<file path="config.mk">
export PLATFORM = sky130hd
export DESIGN_NAME = hphw_front
export DESIGN_NICKNAME = d
export VERILOG_FILES = /design/src/sv/hphw_pkg.sv /design/src/sv/hphw_front.sv
export SDC_FILE = /design/constraint.sdc
export NUM_CORES = 1
export LEC_CHECK = 0
export BUFFER_PORTS_ARGS = -buffer_cell sky130_fd_sc_hd__buf_2
export CAP_MARGIN = 10
export CORE_UTILIZATION = 49
export CTS_CLUSTER_SIZE = 10
export DETAILED_ROUTE_END_ITERATION = 10
export HOLD_SLACK_MARGIN = 0.15
export PLACE_DENSITY_LB_ADDON = 0.05
export SYNTH_ARGS = -nofsm -noshare
export SYNTH_HDL_FRONTEND = slang
export SYNTH_SLANG_ARGS = --single-unit
</file>
<file path="constraint.sdc">
create_clock -name clk_i -period 6.05 [get_ports clk_i]
set_input_delay 1.5125 -clock clk_i [delete_from_list [all_inputs] [get_ports clk_i]]
set_output_delay 1.5125 -clock clk_i [all_outputs]
set_load 0.02 [all_outputs]
</file>
<file path="src/sv/hphw_pkg.sv">
package hphw_pkg;

  localparam int unsigned PAGE_SIZE   = 131072;
  localparam int unsigned GRANULE     = 8;
  localparam int unsigned INDEX_COUNT = 16384;
  localparam int unsigned HDR_BYTES   = 8;
  localparam int unsigned Q_DEPTH     = 4;

  localparam int unsigned IDX_W  = 14;
  localparam int unsigned PHS_W  = 17;
  localparam int unsigned ADDR_W = 64;
  localparam int unsigned CNT_W  = 32;
  localparam int unsigned BYTE_W = 48;
  localparam int unsigned CUR_W  =
      ($clog2(PAGE_SIZE + 1) > 18) ? $clog2(PAGE_SIZE + 1) : 18;
  localparam int unsigned SIZE_W = 15 + $clog2(GRANULE);
  localparam int unsigned SUM_W  = ((CUR_W > SIZE_W) ? CUR_W : SIZE_W) + 1;

  localparam logic [CNT_W-1:0]  CNT_MAX  = '1;
  localparam logic [BYTE_W-1:0] BYTE_MAX = '1;

  typedef enum logic [1:0] {
    CMD_START  = 2'd0,
    CMD_HEADER = 2'd1,
    CMD_FAIL   = 2'd2,
    CMD_QUERY  = 2'd3
  } cmd_e;

  // one classified beat handed from the front to the back
  typedef struct packed {
    logic              free_add;
    logic              live_add;
    logic              tail_add;
    logic              query_hit;
    logic [IDX_W-1:0]  idx;
    logic [SIZE_W-1:0] size;
    logic [CUR_W-1:0]  cursor;
    logic [ADDR_W-1:0] base;
    logic              walking;
  } op_t;

  typedef struct packed {
    logic full;
    logic empty;
  } q_status_t;

  typedef struct packed {
    logic [CNT_W-1:0]  cnt;
    logic [BYTE_W-1:0] bytes;
  } entry_t;

  function automatic logic [CNT_W-1:0] sat_inc(input logic [CNT_W-1:0] a);
    sat_inc = (a == CNT_MAX) ? a : a + 1'b1;
  endfunction

  function automatic logic [BYTE_W-1:0] sat_add(input logic [BYTE_W-1:0] a,
                                                input logic [BYTE_W-1:0] b);
    logic [BYTE_W:0] sum;
    sum = {1'b0, a} + {1'b0, b};
    sat_add = (sum >= {1'b0, BYTE_MAX}) ? BYTE_MAX : sum[BYTE_W-1:0];
  endfunction

endpackage

</file>
<file path="src/sv/hphw_front.sv">
module hphw_front #(
  parameter int unsigned INDEX_COUNT = hphw_pkg::INDEX_COUNT
) (
  input  logic                          clk_i,
  input  logic                          rst_ni,
  input  logic                          in_valid_i,
  output logic                          in_stall_o,
  input  logic [1:0]                    command_i,
  input  logic [63:0]                   page_addr_i,
  input  logic [15:0]                   header_high_i,
  input  logic [15:0]                   header_low_i,
  input  logic [13:0]                   query_index_i,
  input  logic [hphw_pkg::PHS_W-1:0]    page_header_size_i,
  input  logic                          clr_busy_i,
  input  hphw_pkg::q_status_t           q_status_i,
  output logic                          push_o,
  output hphw_pkg::op_t                 op_o
);

  localparam int unsigned AW   = $clog2(INDEX_COUNT);
  localparam int unsigned CMPW =
      (AW + 1 > hphw_pkg::IDX_W + 1) ? AW + 1 : hphw_pkg::IDX_W + 1;
  localparam int unsigned CW   = hphw_pkg::CUR_W;
  localparam int unsigned SW   = hphw_pkg::SUM_W;
  localparam logic [SW-1:0] PAGE_END  = SW'(hphw_pkg::PAGE_SIZE);
  localparam logic [SW-1:0] LAST_HDR  =
      SW'(hphw_pkg::PAGE_SIZE - hphw_pkg::HDR_BYTES);
  localparam logic [CW-1:0] GRAN_LOW  = CW'(hphw_pkg::GRANULE - 1);

  logic [63:0]                   base_q, base_d;
  logic [CW-1:0]                 cursor_q, cursor_d;
  logic                          walking_q, walking_d;
  logic                          accept;
  logic [hphw_pkg::SIZE_W-1:0]   size;
  logic [hphw_pkg::IDX_W-1:0]    hdr_idx;
  logic                          hdr_in_range, qry_in_range;
  logic [CW-1:0]                 start_cur;
  logic [SW-1:0]                 hdr_sum;
  logic                          hdr_bad;
  hphw_pkg::op_t                 op;

  assign in_stall_o = clr_busy_i || q_status_i.full;
  assign accept     = in_valid_i && !in_stall_o;

  assign size    = hphw_pkg::SIZE_W'(header_low_i[15:1]) *
                   hphw_pkg::SIZE_W'(hphw_pkg::GRANULE);
  assign hdr_idx = header_high_i[hphw_pkg::IDX_W-1:0];

  assign hdr_in_range = CMPW'(hdr_idx) < CMPW'(INDEX_COUNT);
  assign qry_in_range = CMPW'(query_index_i) < CMPW'(INDEX_COUNT);

  assign start_cur = (CW'(page_header_size_i) + GRAN_LOW) & ~GRAN_LOW;
  assign hdr_sum   = SW'(cursor_q) + SW'(size);
  assign hdr_bad   = (size == '0) || !hdr_in_range || (hdr_sum > PAGE_END);

  always_comb begin
    base_d       = base_q;
    cursor_d     = cursor_q;
    walking_d    = walking_q;
    op           = '0;
    op.idx       = hdr_idx;
    op.size      = size;
    case (command_i)
      hphw_pkg::CMD_START: begin
        base_d    = page_addr_i;
        cursor_d  = start_cur;
        walking_d = 1'b1;
        if (SW'(start_cur) > LAST_HDR) begin
          walking_d   = 1'b0;
          op.tail_add = 1'b1;
        end
      end
      hphw_pkg::CMD_HEADER: begin
        if (walking_q) begin
          if (hdr_bad) begin
            walking_d   = 1'b0;
            op.tail_add = 1'b1;
          end else begin
            op.free_add = (hdr_idx == '0);
            op.live_add = (hdr_idx != '0);
            cursor_d    = CW'(hdr_sum);
            if (hdr_sum > LAST_HDR) begin
              walking_d   = 1'b0;
              op.tail_add = 1'b1;
            end
          end
        end
      end
      hphw_pkg::CMD_FAIL: begin
        if (walking_q) begin
          walking_d   = 1'b0;
          op.tail_add = 1'b1;
        end
      end
      hphw_pkg::CMD_QUERY: begin
        op.idx       = query_index_i;
        op.query_hit = qry_in_range;
      end
      default: begin
      end
    endcase
    op.base    = base_d;
    op.cursor  = cursor_d;
    op.walking = walking_d;
  end

  always_ff @(posedge clk_i or negedge rst_ni) begin
    if (!rst_ni) begin
      base_q    <= '0;
      cursor_q  <= '0;
      walking_q <= 1'b0;
    end else if (accept) begin
      base_q    <= base_d;
      cursor_q  <= cursor_d;
      walking_q <= walking_d;
    end
  end

  assign push_o = accept;
  assign op_o   = op;

endmodule

</file>
== Word level (Yosys, flattened, before mapping) ==
Cells that the tools add are included.

* Add/sub/neg operators: 2
* Magnitude comparators: 3
* Equal/unequal tests: 3
* Muxes and demuxes: 18
* Reductions and logical operators: 8

{| class="wikitable"
|+ Operators with widths
! operator !! number
|-
| 64-bit 2-to-1 mux || 1
|-
| 18-bit 2-to-1 mux || 2
|-
| 18-bit case mux with 2 select lines || 1
|-
| 18-bit by 18-bit adder with 19-bit output || 1
|-
| 19-bit by 17-bit > comparator with 1-bit output, second input constant || 1
|-
| 19-bit by 18-bit > comparator with 1-bit output, second input constant || 1
|-
| 17-bit by 3-bit adder with 18-bit output, second input constant || 1
|-
| 18-bit by 17-bit > comparator with 1-bit output, second input constant || 1
|-
| 18-bit logical NOT || 1
|-
| 15-bit 2-to-1 mux || 1
|-
| 14-bit logical NOT || 1
|-
| 14-bit nonzero test || 1
|-
| 1-bit 2-to-1 mux || 8
|-
| 1-bit case mux with 3 select lines || 2
|-
| 2-bit == test, second input constant || 2
|-
| 2-bit 2-to-1 mux || 2
|-
| 3-bit 2-to-1 mux || 1
|-
| 2-bit by 1-bit == test with 1-bit output, second input constant || 1
|-
| 2-bit logical NOT || 1
|-
| 1-bit logical OR || 2
|-
| 1-bit logical AND || 1
|-
| 1-bit logical NOT || 1
|}

* Register bits: 83
* Bits of input ports: 135
* Output and inout port bits: 121
* Logic and storage cells: 37

== Logic depth before layout (Yosys ltp) ==
* Depth in word-level cells: 6
* Gate-level depth with buffers: 13
* Gate-level depth less buffers: 12

== Least setup slack after synthesis ==
Ideal clock, no wire load.

* Path kind: input-to-output
* Start point: input header_low_i[1]
* End point: output op_o[118] (netlist name)
* Arrival: 4.345 ns
* Required time: 4.537 ns
* Path slack: 0.193 ns
* Stages on the path: 12
* Buffers on the path: 1
* Cell sequence: ha_1 -> inv_1 -> fa_1 -> nand2b_1 -> a21bo_2 -> a2111oi_4 -> nor3_1 -> nor3_2 -> nand2_1 -> o21a_1 -> buf_4 -> nor4_1

{| class="wikitable"
|+ RTL lines
! element !! line !! text
|-
| from (decl) || hphw_front.sv:11 || <nowiki>input logic [15:0] header_low_i,</nowiki>
|-
| to (decl) || hphw_front.sv:17 || <nowiki>output hphw_pkg::op_t op_o</nowiki>
|}

==> impl_metrics.tcl <==
set metrics [dict create \
    synth_area_um2 6045 \
    synth_compound_area_share_pct 14.88 \
    hold_path_class "flop to flop" \
    vdd.ir_drop.worst_uv 218.8 \
    vias_per_cell 5.306 \
    hold_violations 0 \
    endpoint_kind "output pin" \
    grt_pass1_vias 6067 \
    maxSlewHeadroom_pct 33.46 \
    dp.cells 1210 \
    rr_worst_depth 13 \
    cts_sinks 83 \
    intPower_mw 1.570 \
    crit_path_frequent_cell "buf_2" \
    synth_edf_count 0 \
    die_y_um 113.1 \
    cts_buffers 9 \
    r2r-start "cursor_q[3]" \
    final_nets 1226 \
    crit_end "op_o[0]" \
    yosys.area_share.simple_pct 35.73 \
    ys.warnings.count 0 \
    cpPeakStageDelay_ns 0.53 \
    wl_per_cell_um 14.74 \
    clk_latency_ns 0.34 \
    finalSetupTns_ns 0 \
    core_area_um2 12010 \
    start_util_pct 50.32 \
    fin_skew_ns 0.006217 \
    power.density_nw_per_um2 348.2 \
    cts_root_buffer "clkbuf_16" \
    p_sw_share_pct 42.04 \
    outcome "finished, final reports clean" \
    worst-r2r-setup-slack_ns 2.71 \
    antenna_found_initial 1 \
    arrival_ns 4.46 \
    synthMuxAreaShare_pct 3.105 \
    synthToLayoutAreaGrowth_pct 28.67 \
    synth_top_flop_cell "dfrtp_1" \
    crit_fanout 6 \
    gp_congestion 0.9039 \
    pin_count 256 \
    worstSetupStartpointType "primary input" \
    fin_crit_ns 5.969 \
    drt-total-wl_mm 18.08 \
    overflow 0 \
    crit_required_ns 4.54 \
    die_x_um 113.1 \
    ys_ff_latch 83 \
    drt_iter0_markers 528 \
    fmax_ghz 0.1675 \
    num_vias 6510 \
    crit_chain "buf_2 > ha_1 > o21a_1 > a21boi_2 > or3_1 > a221oi_2 > nand4_1 > or4_1 > nor2_2 > a211oi_2 > a22o_2 > buf_2" \
    clkPwrFrac_pct 20.7 \
    rows 40 \
    sequentialPowerShare_pct 28.4 \
    rr_endpoint "cursor_q[14]" \
    setup_viol 0 \
    syn_area_per_cell_um2 7.120 \
    switchingPower_mw 1.139 \
    finalNonFillerCells 1227 \
    postRouteAntennaNets 0 \
    post-route-util_pct 64.75 \
    leakage_nw 4.294 \
    slowest_stage "or4_1" \
    drc 0 \
    critPathLaunch "header_low_i[4]" \
    ctsHtreeMaxLevel 3 \
    crit_type "primary input to output pin" \
    firstDrtPassIters 5 \
    cts_tree "built" \
    slew_violations 0 \
    syn_inst 849 \
    clockBufferDepth 2 \
    ys_types 71 \
    grt_max_degree 78 \
    tightest_slew_ns 0.9981 \
    period_share_pct 98.66 \
    place_hpwl_mm 13.28 \
    die-area_um2 12780 \
    drive_above_1_share_pct 31.05 \
    ys_seq_area_share_pct 34.36 \
    post_cts.repair.setup_buffers 0 \
    async_flop_share_pct 100.0 \
    cap_violations 0 \
    synth_xor_area_share_pct 2.029 \
    worst_setup_hold_path_clk_slew_ns 0.06 \
    grt_usage_pct 28.57 \
    p_comb_share_pct 50.9 \
    synth-adder-area-share_pct 3.436 \
    grt_pass1_wl_mm 29.18 \
    synth_top_family_by_area "simple AND/OR/NAND/NOR gates" \
    io_buffers 248 \
]
-- power by group through the flow --
| stage | Combinational [mW] | Sequential (mW) | Clock (mW) |
|---|---|---|---|
| global placement | 1.30 | 0.774 | 0 |
| detailed placement | 1.31 | 0.774 | 0 |
| floorplan | 0.912 | 0.746 | 0 |
| global route | 1.51 | 0.785 | 0.593 |
| finish | 1.38 | 0.768 | 0.561 |
| CTS | 1.32 | 0.767 | 0.572 |
-- kinds of logic (layout without fill, tap and decap cells) --
| kind of cell | Yosys count | in the layout |
|---|---|---|
| other | 1 | 4 |
| multiplexers | 17 | 17 |
| buffers and inverters | 80 | 308 |
| AND/OR/NAND/NOR | 518 | 518 |
| flip-flops | 83 | 83 |
| XOR/XNOR | 14 | 14 |
| AO/OA/AOI/OAI | 120 | 120 |
| adder cells (fa/ha/maj) | 16 | 16 |
-- placed cells by master, fill, tap and decap left out, types with 7 or more instances in the layout --
master	Yosys	routed
xnor2_1	11	10
buf_2	6	247
o22a_1	12	12
nand4_1	7	7
inv_1	16	16
o21ai_0	15	14
a21oi_1	18	18
dfrtp_1	83	83
ha_1	15	15
buf_4	21	27
a31oi_1	12	12
nor2_1	27	25
nand2_1	412	410
nor4_1	12	11
mux2_2	14	14
nor3_1	16	16
nand3_1	7	7
clkbuf_16	0	9
a21o_1	7	7
-- critical path, delay by kind of cell --
family,cells,cell delay (ns)
AO/OA/AOI/OAI,5,1.17
adder cells (fa/ha/maj),1,0.38
buffers and inverters,2,0.28
AND/OR/NAND/NOR,4,1.12
-- routing by layer --
metal	vias up	global-route usage, %	share of wire (%)
li1	3281	-	-
met1	2976	38.11	44
met2	235	46.46	47
met3	18	7.713	7.7
met4	0	6.404	1.0
met5	-	0	0
-- Yosys cell counts (7+ instances only) --
library cell / number / share of area (%)
nor3_1: 16 / 1.3
mux2_2: 14 / 2.6
ha_1: 15 / 3.1
clkbuf_1: 31 / 1.9
buf_4: 21 / 2.6
nor4_1: 12 / 1.2
nand3_1: 7 / 0.58
nand2_1: 412 / 26
o22a_1: 12 / 1.7
xnor2_1: 11 / 1.6
a21o_1: 7 / 0.87
inv_1: 16 / 0.99
a31oi_1: 12 / 1.2
o21ai_0: 15 / 1.2
dfrtp_1: 83 / 34
nor2_1: 27 / 1.7
a21oi_1: 18 / 1.5
nand4_1: 7 / 0.72
-- repair_timing --
action                                  CTS  global route
endpoints found under the setup margin    1            18
hold buffers                              0             0
cloned                                    0             1
resized for setup                         0            14
pin swaps                                 0             9
-- area by class of cell --
type / instances / area [um2]
Antenna cell: 1 / 2.502
Clock buffer: 12 / 256.5
Clock inverter: 3 / 46.29
Fill cell: 1130 / 4234
Inverter: 16 / 60.06
Multi-Input combinational cell: 688 / 3670
Sequential cell: 83 / 2077
Tap cell: 147 / 183.9
Timing Repair Buffer: 277 / 1481
-- how the worst min path moves through the flow --
stage,startpoint,endpoint,slack [ns],depth (start not counted)
floorplan,base_q[0],base_q[0],0.45,2
global placement,base_q[58],base_q[58],0.46,2
detailed placement,base_q[42],base_q[42],0.46,2
CTS,base_q[61],base_q[61],0.48,2
global route,base_q[43],base_q[43],0.50,2
finish,base_q[61],base_q[61],0.47,2
-- flip-flops by register name, indices dropped and copies added, names as in the netlist --
signal     flops
base_q        64
walking_q      1
cursor_q      18
-- per-stage QoR --
step | instance area [um2] | power [mW] | hold slack [ns] | setup WS (ns)
floorplan | 6052 | 1.658 | 0.4455 | 0.1926
global placement | 7396 | 2.071 | 0.4576 | 0.03906
detailed placement | 7396 | 2.082 | 0.4623 | -0.008488
CTS | 7699 | 2.655 | 0.4765 | -0.02202
global route | 7775 | 2.886 | 0.4984 | -0.01896
finish | 7777 | 2.708 | 0.4721 | 0.08086
(Power assumes the default switching activity.)
