**config.mk**
```make
export PLATFORM = sky130hd
export DESIGN_NAME = hphw_fifo
export DESIGN_NICKNAME = d
export VERILOG_FILES = /design/src/sv/hphw_pkg.sv /design/src/sv/hphw_fifo.sv
export SDC_FILE = /design/constraint.sdc
export NUM_CORES = 1
export LEC_CHECK = 0
export BUFFER_PORTS_ARGS = -buffer_cell sky130_fd_sc_hd__buf_4
export CAP_MARGIN = 20
export CORE_MARGIN = 3
export CORE_UTILIZATION = 57
export DETAILED_ROUTE_END_ITERATION = 10
export GPL_ROUTABILITY_DRIVEN = 0
export HOLD_SLACK_MARGIN = 0.05
export MAX_ROUTING_LAYER = met4
export PLACE_DENSITY = 0.88
export SYNTH_ARGS = -nofsm -noshare
export SYNTH_HDL_FRONTEND = slang
export SYNTH_SLANG_ARGS = --single-unit
```
**constraint.sdc**
```tcl
create_clock -name clk_i -period 8.11 [get_ports clk_i]
set_input_delay 1.622 -clock clk_i [delete_from_list [all_inputs] [get_ports clk_i]]
set_output_delay 1.622 -clock clk_i [all_outputs]
set_load 0.005 [all_outputs]
```
**src/sv/hphw_pkg.sv**
```systemverilog
package hphw_pkg;

  localparam int unsigned PAGE_SIZE   = 131072;
  localparam int unsigned GRANULE     = 8;
  localparam int unsigned INDEX_COUNT = 16384;
  localparam int unsigned HDR_BYTES   = 8;
  localparam int unsigned Q_DEPTH     = 4;

  localparam int unsigned IDX_W  = 14;
  localparam int unsigned PHS_W  = 17;
  localparam int unsigned ADDR_W = 64;
  localparam int unsigned CNT_W  = 32;
  localparam int unsigned BYTE_W = 48;
  localparam int unsigned CUR_W  =
      ($clog2(PAGE_SIZE + 1) > 18) ? $clog2(PAGE_SIZE + 1) : 18;
  localparam int unsigned SIZE_W = 15 + $clog2(GRANULE);
  localparam int unsigned SUM_W  = ((CUR_W > SIZE_W) ? CUR_W : SIZE_W) + 1;

  localparam logic [CNT_W-1:0]  CNT_MAX  = '1;
  localparam logic [BYTE_W-1:0] BYTE_MAX = '1;

  typedef enum logic [1:0] {
    CMD_START  = 2'd0,
    CMD_HEADER = 2'd1,
    CMD_FAIL   = 2'd2,
    CMD_QUERY  = 2'd3
  } cmd_e;

  // one classified beat handed from the front to the back
  typedef struct packed {
    logic              free_add;
    logic              live_add;
    logic              tail_add;
    logic              query_hit;
    logic [IDX_W-1:0]  idx;
    logic [SIZE_W-1:0] size;
    logic [CUR_W-1:0]  cursor;
    logic [ADDR_W-1:0] base;
    logic              walking;
  } op_t;

  typedef struct packed {
    logic full;
    logic empty;
  } q_status_t;

  typedef struct packed {
    logic [CNT_W-1:0]  cnt;
    logic [BYTE_W-1:0] bytes;
  } entry_t;

  function automatic logic [CNT_W-1:0] sat_inc(input logic [CNT_W-1:0] a);
    sat_inc = (a == CNT_MAX) ? a : a + 1'b1;
  endfunction

  function automatic logic [BYTE_W-1:0] sat_add(input logic [BYTE_W-1:0] a,
                                                input logic [BYTE_W-1:0] b);
    logic [BYTE_W:0] sum;
    sum = {1'b0, a} + {1'b0, b};
    sat_add = (sum >= {1'b0, BYTE_MAX}) ? BYTE_MAX : sum[BYTE_W-1:0];
  endfunction

endpackage

```
**src/sv/hphw_fifo.sv**
```systemverilog
module hphw_fifo #(
  parameter int unsigned DEPTH = hphw_pkg::Q_DEPTH
) (
  input  logic                  clk_i,
  input  logic                  rst_ni,
  input  logic                  push_i,
  input  hphw_pkg::op_t         data_i,
  input  logic                  pop_i,
  output hphw_pkg::op_t         data_o,
  output hphw_pkg::q_status_t   status_o
);

  localparam int unsigned PW = (DEPTH > 1) ? $clog2(DEPTH) : 1;
  localparam int unsigned LW = $clog2(DEPTH + 1);

  hphw_pkg::op_t   mem_q [DEPTH];
  logic [PW-1:0]   wp_q, wp_d, rp_q, rp_d;
  logic [LW-1:0]   lvl_q, lvl_d;
  logic            do_push, do_pop;

  assign do_push = push_i && (lvl_q != LW'(DEPTH));
  assign do_pop  = pop_i && (lvl_q != '0);

  always_comb begin
    wp_d  = wp_q;
    rp_d  = rp_q;
    lvl_d = lvl_q;
    if (do_push) begin
      wp_d = (wp_q == PW'(DEPTH - 1)) ? '0 : wp_q + 1'b1;
    end
    if (do_pop) begin
      rp_d = (rp_q == PW'(DEPTH - 1)) ? '0 : rp_q + 1'b1;
    end
    if (do_push && !do_pop) begin
      lvl_d = lvl_q + 1'b1;
    end else if (do_pop && !do_push) begin
      lvl_d = lvl_q - 1'b1;
    end
  end

  always_ff @(posedge clk_i or negedge rst_ni) begin
    if (!rst_ni) begin
      wp_q  <= '0;
      rp_q  <= '0;
      lvl_q <= '0;
    end else begin
      wp_q  <= wp_d;
      rp_q  <= rp_d;
      lvl_q <= lvl_d;
    end
  end

  always_ff @(posedge clk_i) begin
    if (do_push) begin
      mem_q[wp_q] <= data_i;
    end
  end

  assign data_o         = mem_q[rp_q];
  assign status_o.full  = (lvl_q == LW'(DEPTH));
  assign status_o.empty = (lvl_q == '0);

endmodule

```
## After elaboration in Yosys (flattened, before gate mapping)

Memories as Yosys holds them, arrays and structs flattened.
Cells that the tools add are included.

- Bits in registers: 7
- Bits in writable memories: 476
- Input port bits: 123
- Output and inout bits: 121
- Word-level logic and storage cells: 27
- Memories kept: 1

Memories:

| name | depth | width | read ports | clocked after memory_dff | write ports | line | RTL |
|---|---|---|---|---|---|---|---|
| mem_q | 4 | 119 | 1 | 0 | 1 | hphw_fifo.sv:16 | `hphw_pkg::op_t mem_q [DEPTH];` |

- Add/subtract/negate cells: 4
- Eq/ne operators: 4
- Mux-type cells: 6
- Reduce and logical (&&, ||, !) cells: 9

Operators by type and width:

| operator | count |
|---|---|
| 3-bit two-way mux | 2 |
| 2-bit by 1-bit adder with 2-bit output (second input constant) | 2 |
| 2-bit == test (second input constant) | 2 |
| 1-bit logical AND | 4 |
| 2-bit two-way mux | 2 |
| 3-bit by 1-bit adder with 3-bit output (second input constant) | 1 |
| 3-bit == test (second input constant) | 1 |
| 3-bit logical NOT | 1 |
| 3-bit != test (second input constant) | 1 |
| 3-bit nonzero test | 1 |
| 3-bit by 1-bit subtractor with 3-bit output (second input constant) | 1 |
| 1-bit logical NOT | 2 |
| 1-bit two-way mux | 2 |
| 2-bit nonzero test | 1 |

## Depth between registers and ports, before layout

Gate-level depths: netlist of run 1.

- Depth in word-level cells: 6
- Mapped depth: 8
- Gate-level depth less buffers: 8

## Least setup slack after synthesis of run 1

OpenSTA, ideal clock, no wires.

- Path type: input -> register
- Start point: input push_i
- End point: memory mem_q[3][0] (netlist bit) (enable)
- Setup time: 0.601 ns
- Arrival: 6.662 ns
- Data required time: 7.509 ns
- Slack: 0.847 ns
- Stages: 2
- Buffers on the path: 0
- Cells stage by stage: nand2_1 nor2_1

- Cells in the longest elaborated chain, start to end: 3

Ends and longest elaborated chain:

| what | line | RTL |
|---|---|---|
| start: declaration | hphw_fifo.sv:6 | `input logic push_i,` |
| 1-bit logical AND | hphw_fifo.sv:21 | `assign do_push = push_i && (lvl_q != LW'(DEPTH));` |
| 1-bit two-way mux | hphw_fifo.sv:54 | `if (do_push) begin` |
| 1-bit two-way mux (not written as such) | hphw_fifo.sv:55 | `mem_q[wp_q] <= data_i;` |
| end: declaration | hphw_fifo.sv:16 |  |

No other way between the ends.

==> flow_summary.yaml, run 1 <==
timing:
  rsz0062_at_grt: "no"
  finalMaxSlewViolations: 0
  hold_viol_final: 0
  setup_tns_ns: 0
  fin_crit_ns: 4.71
  setup_viol_count_final: 0
  finalCritPeriodShare_pct: 58.1
  skew_ns: 0.0194
  fmax_ghz: 0.212
  max-slew-margin-rel_pct: 27.1
  worst_pin_slew_ns: 1.09
placed_design:
  portBuffers: 243
  hpwl_um: 19100
critical_path:
  cp.buffers_inverters: 2
  cp-start-kind: "flop"
  critical_path.top_delay_family: "flip-flops"
  path_class: "flop to output pin"
  critPathCaptureType: "output pin"
  cp_max_fo: 68
  arrival_ns: 3.09
  crit_top_cell: "buf_4"
  cp.required_ns: 6.49
  path_cells: "buf_4 -> mux4_2 -> buf_4"
  worst_path_largest_cell_delay_ns: 1.07
  slowest_stage: "dfrtp_4"
logic_synthesis:
  yosys-mux-area-fraction_pct: 15.5
  yosysTopAreaCell: "edfxtp_1"
  synth-compound-area-share_pct: 0.114
  yosysWarnings: 0
  synthSimpleGateAreaFrac_pct: 0.355
  synthAdderAreaFrac_pct: 0.540
  synth_xor_area_share_pct: 0.149
  avgSynthCellArea_um2: 26.7
  synth-seq-cells: 483
  synth_top_area_share_pct: 81.2
  netlist_instances: 659
  ys_types: 21
  netlist_area_um2: 17600
  ys_top_cells_by_area: "edfxtp_1 81%, mux4_2 15%, dfrtp_1 0.99%, buf_6 0.64%, ha_1 0.43%"
  ys_seq_area_share_pct: 82.2
  synth_top_family_by_area: "multiplexers"
  synth_nets: 789
die:
  die_width_um: 182
  start_util_pct: 58.6
  dieArea_um2: 33000
  core_area_um2: 30000
  num_rows: 63
  io_pins: 244
  fp.dieH_um: 182
drt:
  routed_wl_um: 32300
  drt_iter0_drc: 450
  met1_length_um: 12200
  routedWlPerCell_um: 23.7
  wl_met2_um: 16800
  avgViaCountPerCell: 5.72
  ant_nets: 0
  first_pass_iters: 5
  num_vias: 7794
  dr_wl_met3_um: 2220
  drc: 0
  top_layer_used: "met4"
grt:
  grt_pass1_vias: 8554
  grt_first_pass_wirelength_um: 49800
  grtUsageTotal_pct: 20.4
  grt-ovfl-total: 0
  grt_max_degree: 77
  antenna_found_initial: 1
clock_tree:
  cts_hold_buf: 0
  post-cts-setup-buffer-count: 0
  cts_sinks: 483
  cts_max_path_buffers: 3
  cts_buffers: 47
  worstSkewPairLatency_ns: 0.54
  tritoncts: "yes"
  htreeDepth: 2
  cts_resized: 0
  clockRootBuffer: "clkbuf_16"
  clkSlewWorstSetupHoldPaths_ns: 0.06
layout:
  final_nets: 1063
  drive_gt1_share_pct: 46.5
  area_growth_pct: 21.8
power:
  power_leakage_nw: 7.32
  total_power_w: 0.00788
  pwr_density_cell_nw_per_um2: 367
  vdd_drop_max_uv: 374
run:
  cap_viol_max_count: 0
outcome:
  status: "finished clean"
hold_path:
  worstHoldPathType: "flop to flop"
==> per-stage QoR <==
step / cell area (um2) / worst slack (ns) / util, % / hold slack [ns] / instances
floorplan: 17600 / 0.847 / - / 0.493 / 659
global placement: 19800 / 3.71 / 66.0 / 0.517 / 1274
detailed placement: 19800 / 3.69 / 66.0 / 0.519 / 1274
CTS: 21400 / 3.34 / 71.4 / 0.537 / 1361
global route: 21400 / 3.17 / 71.4 / 0.559 / 1362
finish: 21400 / 3.40 / 71.4 / 0.547 / 1362
==> cell usage after synthesis, drive strengths merged <==
| master | number |
|---|---|
| xnor2 | 1 |
| nor3 | 2 |
| nor2b | 1 |
| mux2 | 4 |
| inv | 3 |
| clkbuf | 3 |
| nand2 | 1 |
| and2 | 3 |
| fa | 1 |
| o31ai | 1 |
| mux4 | 119 |
| ha | 6 |
| edfxtp | 476 |
| nor3b | 1 |
| a21o | 1 |
| xor2 | 2 |
| buf | 24 |
| dfrtp | 7 |
| nor2 | 3 |
==> area by class of cell <==
| class | count | area (um2) |
|---|---|---|
| Clock buffer | 56 | 1230 |
| Fill cell | 1652 | 8580 |
| Sequential cell | 483 | 14500 |
| Inverter | 3 | 11.3 |
| Multi-Input combinational cell | 146 | 2940 |
| Antenna cell | 1 | 2.50 |
| Tap cell | 390 | 488 |
| Clock inverter | 31 | 392 |
| Timing Repair Buffer | 252 | 1900 |
==> registers in the layout, indices dropped and copies added (netlist names) <==
signal  count
wp_q        2
lvl_q       3
rp_q        2
mem_q     476
==> logic make-up (layout without fill, tap and decap cells) <==
group / Yosys count / after routing
AO/OA/AOI/OAI: 2 / 2
XOR/XNOR: 3 / 3
adder cells (fa/ha/maj): 7 / 7
buffers and inverters: 30 / 342
flip-flops: 483 / 483
multiplexers: 123 / 123
other: 0 / 1
AND/OR/NAND/NOR: 11 / 11
==> where the power goes <==
part / leakage (nW) / switching, W / internal, W
Sequential: 4.44 / 0.000257 / 0.00330
Clock: 0.787 / 0.000864 / 0.00137
Combinational: 2.09 / 0.000922 / 0.00117
Total: 7.32 / 0.00204 / 0.00584
==> worst reg2reg max path: cells and delay by family, from the launching register on <==
family                 cells  cell delay [ns]
buffers and inverters      2             1.36
DFF                        1             0.42
and+or+nand+nor            3             1.06
==> layer usage <==
layer	global-route usage, %	vias to the layer above
li1	-	3397
met2	33.2	269
met4	6.67	0
met1	26.0	4068
met5	-	-
met3	4.61	60
==> worst paths after layout <==
| kind | startpoint | end | slack (ns) | cells past startpoint |
|---|---|---|---|---|
| max in group asynchronous | rst_ni | rp_q[0] | 7.07 | 1 |
| worst min register to register | lvl_q[2] | lvl_q[2] | 0.55 | 1 |
| worst max-delay path | rp_q[1] | data_o[9] | 3.40 | 3 |
| worst max register to register | lvl_q[2] | mem_q[1][36] | 4.82 | 5 |
| worst min-delay path | lvl_q[2] | lvl_q[2] | 0.55 | 1 |
| min in group asynchronous | rst_ni | wp_q[1] | 0.89 | 1 |
==> cell usage in the layout (no fill, tap or decap), types with 2 or more instances in the layout <==
master / n
bufinv_16: 9
buf_4: 251
ha_1: 6
edfxtp_1: 476
clkinv_2: 7
inv_1: 3
inv_6: 2
dfrtp_1: 5
clkinvlp_4: 2
xor2_1: 2
and2_4: 3
clkinv_1: 10
mux4_2: 119
clkbuf_1: 8
nor2_1: 2
clkbuf_16: 48
mux2_2: 4
nor3_1: 2
dfrtp_4: 2
Note: power is estimated with default switching activity, not from simulation.
==> run 2, diff against run 1 <==
==> constraint.sdc (replaced) <==
create_clock -name clk_i -period 4.86 [get_ports clk_i]
set_input_delay 0.972 -clock clk_i [delete_from_list [all_inputs] [get_ports clk_i]]
set_output_delay 0.972 -clock clk_i [all_outputs]
set_load 0.005 [all_outputs]
==> run 2 against run 1 <==
Net effect: clock skew is 0.0046 ns lower; global-route usage is 0.61 points higher; final cell count is 0.37% lower; final area fell by 0.59%; clock power increased by 50%; first-iteration DRC count rose by 40%; critical path depth is the same; wire length is 2.6% higher; setup slack lost 2.2 ns.
==> flow_summary.yaml, run 2 (synthesized netlist as in run 1, its figures left out) <==
outcome:
  status: "finished clean"
critical_path:
  cp_max_fo: 50
  cp.required_ns: 3.89
  path_class: "flop to output pin"
  critPathCaptureType: "output pin"
  arrival_ns: 2.65
  cp-start-kind: "flop"
grt:
  grt_pass1_vias: 8486
  grt-busiest-layer: "met2"
  grt_max_degree: 120
  grtUsageMet3_pct: 5.15
  antenna_found_initial: 1
  grt_use_met1_pct: 27.3
  grtUsageTotal_pct: 21.0
  grt_first_pass_wirelength_um: 51100
  grt-ovfl-total: 0
  met2_usage_pct: 34.0
placed_design:
  portBuffers: 243
  placed_cells: 1276
  hpwl_um: 19600
timing:
  hold_viol_final: 0
  worst_pin_slew_ns: 0.856
  setup_viol_count_final: 0
  rsz0062_at_grt: "no"
  finalMaxSlewViolations: 0
  max-slew-margin-rel_pct: 42.9
  setup_tns_ns: 0
  fmax_ghz: 0.276
  skew_ns: 0.0148
  fin_crit_ns: 3.62
  finalCritPeriodShare_pct: 74.4
power:
  p_seq_share_pct: 45.7
  pwr_density_cell_nw_per_um2: 603
  power_leakage_nw: 7.24
  vdd_drop_max_uv: 453
  power_switching_w: 0.00339
  pwr-share-comb_pct: 28.1
  total_power_w: 0.0129
  p_sw_share_pct: 26.4
  internal_power_w: 0.00947
  clkPwrFrac_pct: 26.1
layout:
  final_nets: 1063
  mostFrequentLayoutCells: "476 x edfxtp_1, 248 x buf_4, 119 x mux4_2"
  area_growth_pct: 21.1
  n_fill_cell: 1661
  drive_gt1_share_pct: 45.7
  final_common_cell: "edfxtp_1"
  largest_reg_flops: 476
  reg_top3: "mem_q x476, lvl_q x3"
  largest_register: "mem_q"
  instances_no_fill: 1357
drt:
  avgViaCountPerCell: 5.79
  ant_nets: 0
  routed_wl_um: 33100
  drc: 0
  drt_iter0_drc: 630
  first_pass_iters: 5
  routedWlPerCell_um: 24.4
  num_vias: 7855
run:
  cap_viol_max_count: 0
clock_tree:
  clkSlewWorstSetupHoldPaths_ns: 0.06
  cts_buffers: 45
  clockRootBuffer: "clkbuf_16"
  cts_hold_buf: 0
  cts_sinks: 483
  cts_max_path_buffers: 3
  cts_resized: 0
  worstSkewPairLatency_ns: 0.54
  tritoncts: "yes"
  post-cts-setup-buffer-count: 0
  htreeDepth: 2
hold_path:
  worstHoldPathType: "input port to asynchronous set/reset pin"
die:
  dieArea_um2: 33000
  core_area_um2: 30000
  fp.dieH_um: 182
  die_width_um: 182
  start_util_pct: 58.6
  io_pins: 244
  num_rows: 63
## run 2: metal layers
| metal | share of wire [%] | routed length, um |
|---|---|---|
| met5 | 0 | 0 |
| met2 | 52 | 17200 |
| met3 | 7.8 | 2600 |
| met4 | 2.3 | 767 |
| met1 | 38 | 12600 |
## run 2: metrics by stage
step                      cell area [um2]  utilization (%)  hold WS (ns)  setup slack (ns)
after floorplan                     17600                -         0.493             0.310
after global placement              19900             66.3         0.509              1.74
after detailed placement            19900             66.3         0.528              1.75
after CTS                           21300             71.0         0.226              1.16
after global routing                21300             71.0         0.235              1.07
final                               21300             71.0         0.249              1.24
## run 2: worst paths after layout
kind | to | depth (start not counted) | from | slack, ns
setup / recovery | data_o[19] | 3 | rp_q[0] | 1.24
hold / removal | wp_q[1] | 1 | rst_ni | 0.25
setup reg to reg | mem_q[2][28] | 4 | lvl_q[2] | 2.29
hold reg to reg | lvl_q[2] | 1 | lvl_q[2] | 0.54
max in group asynchronous | rp_q[0] | 1 | rst_ni | 4.47
min in group clk_i | lvl_q[2] | 1 | lvl_q[2] | 0.54
## run 2: cell type report
type                            instances  area [um2]  area share [%]
Timing Repair Buffer                  254        1980            9.30
Inverter                                3        11.3          0.0528
Multi-Input combinational cell        146        2940            13.8
Clock inverter                         21         196           0.921
Sequential cell                       483       14500            67.9
Clock buffer                           59        1220            5.73
Antenna cell                            1        2.50          0.0117
Tap cell                              390         488            2.29
## run 2: worst max-delay path, cell delays in order (launching register included)
cell and delay, ns:
dfrtp_4 0.85, buf_12 0.44, mux4_2 0.60, buf_4 0.16
## run 2: power by group through the flow
stage	clock network, W	registers, W	logic (W)
2_1_floorplan	0	0.00579	0.00216
3_3_place_gp	0	0.00591	0.00361
3_5_place_dp	0	0.00597	0.00367
4_1_cts	0.00342	0.00590	0.00371
5_1_grt	0.00357	0.00596	0.00388
6_report	0.00336	0.00588	0.00362
==> run 3, diff against run 2 <==
==> constraint.sdc (replaced) <==
create_clock -name clk_i -period 3.4 [get_ports clk_i]
set_input_delay 0.68 -clock clk_i [delete_from_list [all_inputs] [get_ports clk_i]]
set_output_delay 0.68 -clock clk_i [all_outputs]
set_load 0.005 [all_outputs]
==> run 3 against run 2 <==
Net effect: critical endpoint is now data_o[45]; largest cell class unchanged; critical path depth stayed put; clock skew grew 0.0066 ns; core utilization up 0.43 points; hold slack improved by 0.089 ns; highest routed layer unchanged.
==> flow_summary.yaml, run 3 (synthesized netlist as in run 1, its figures left out) <==
outcome:
  status: "finished clean"
critical_path:
  path_class: "flop to output pin"
  cp.required_ns: 2.72
  critPathCaptureType: "output pin"
  cp-start-kind: "flop"
  arrival_ns: 2.33
  cp_max_fo: 74
layout:
  largest_register: "mem_q"
  area_growth_pct: 21.8
  reg_top3: "mem_q x476, lvl_q x3"
  mostFrequentLayoutCells: "476 x edfxtp_1, 244 x buf_4, 119 x mux4_2"
  final_nets: 1067
  drive_gt1_share_pct: 46.1
  n_fill_cell: 1637
  fin_util_pct: 71.4
  largest_reg_flops: 476
  instances_no_fill: 1365
  final_common_cell: "edfxtp_1"
  final_cell_area_um2: 21500
clock_tree:
  cts_resized: 0
  worstSkewPairLatency_ns: 0.54
  cts_sinks: 483
  clockRootBuffer: "clkbuf_16"
  cts_hold_buf: 1
  htreeDepth: 2
  tritoncts: "yes"
  cts_max_path_buffers: 3
  clkSlewWorstSetupHoldPaths_ns: 0.06
  post-cts-setup-buffer-count: 0
  cts_buffers: 46
power:
  power_switching_w: 0.00503
  pwr-share-comb_pct: 29.2
  pwr_density_cell_nw_per_um2: 869
  clkPwrFrac_pct: 26.4
  power_leakage_nw: 7.30
  p_seq_share_pct: 44.4
  p_sw_share_pct: 27.0
  vdd_drop_max_uv: 758
  internal_power_w: 0.0136
hold_path:
  worstHoldPathType: "input port to flop"
die:
  die_width_um: 182
  core_area_um2: 30000
  start_util_pct: 58.6
  num_rows: 63
  io_pins: 244
  dieArea_um2: 33000
  fp.dieH_um: 182
grt:
  grt_max_degree: 75
  grt-ovfl-total: 0
  grtUsageTotal_pct: 22.4
  grt_first_pass_wirelength_um: 54000
  antenna_found_initial: 2
  grt_pass1_vias: 8701
timing:
  rsz0062_at_grt: "no"
  fin_crit_ns: 3.01
  fmax_ghz: 0.332
  skew_ns: 0.0214
  finalMaxSlewViolations: 0
  setup_tns_ns: 0
  max-slew-margin-rel_pct: 56.7
  worst_pin_slew_ns: 0.650
  setup_viol_count_final: 0
  hold_viol_final: 0
  finalCritPeriodShare_pct: 88.6
drt:
  ant_nets: 0
  avgViaCountPerCell: 5.93
  routed_wl_um: 35500
  routedWlPerCell_um: 26.0
  drc: 0
  drt_iter0_drc: 717
  first_pass_iters: 5
  num_vias: 8099
placed_design:
  placed_cells: 1278
  placed_area_um2: 20000
  hpwl_um: 20600
  portBuffers: 243
run:
  cap_viol_max_count: 0
==> run 3: worst paths after layout <==
check	to	slack, ns	depth (start not counted)	startpoint
min in group asynchronous	wp_q[0]	0.50	2	rst_ni
max in group asynchronous	rp_q[0]	2.75	2	rst_ni
min	mem_q[0][116]	0.34	1	data_i[116]
min reg2reg	lvl_q[2]	0.56	1	lvl_q[2]
max	data_o[45]	0.39	3	rp_q[0]
max reg2reg	lvl_q[2]	1.13	8	lvl_q[2]
==> run 3: critical path: stages, from the launching register on <==
cell and delay, ns:
dfrtp_4 0.45, buf_12 0.45, mux4_2 0.62, buf_4 0.16
==> run 3: cell type report <==
class                           count  area [um2]  area share (%)
Clock buffer                       63        1240            5.76
Inverter                            3        11.3          0.0525
Multi-Input combinational cell    146        2940            13.7
Timing Repair Buffer              257        2080            9.71
Antenna cell                        2        5.00          0.0233
Tap cell                          390         488            2.27
Sequential cell                   483       14500            67.5
Clock inverter                     21         208           0.968
==> run 3: stage by stage <==
step,total power (W),setup slack [ns],hold WS [ns]
after global routing,0.0195,0.262,0.314
final,0.0186,0.389,0.338
after CTS,0.0189,0.368,0.316
after detailed placement,0.0139,0.927,0.502
after floorplan,0.0113,0.460,0.384
after global placement,0.0137,0.953,0.498
==> run 3: layer usage <==
layer  vias to the layer above  GRT usage [%]  routed length [um]
li1                       3407              -                   -
met1                      4211           28.7               13000
met2                       396           35.9               18200
met3                        85           5.97                3160
met4                         0           7.01                1110
met5                         -              -                   0
==> run 3: power groups by stage <==
stage	Clock, W	Combinational, W	Sequential [W]
after floorplan	0	0.00309	0.00820
after global placement	0	0.00540	0.00827
after detailed placement	0	0.00550	0.00839
after CTS	0.00501	0.00556	0.00830
after global routing	0.00525	0.00584	0.00837
final	0.00492	0.00545	0.00828
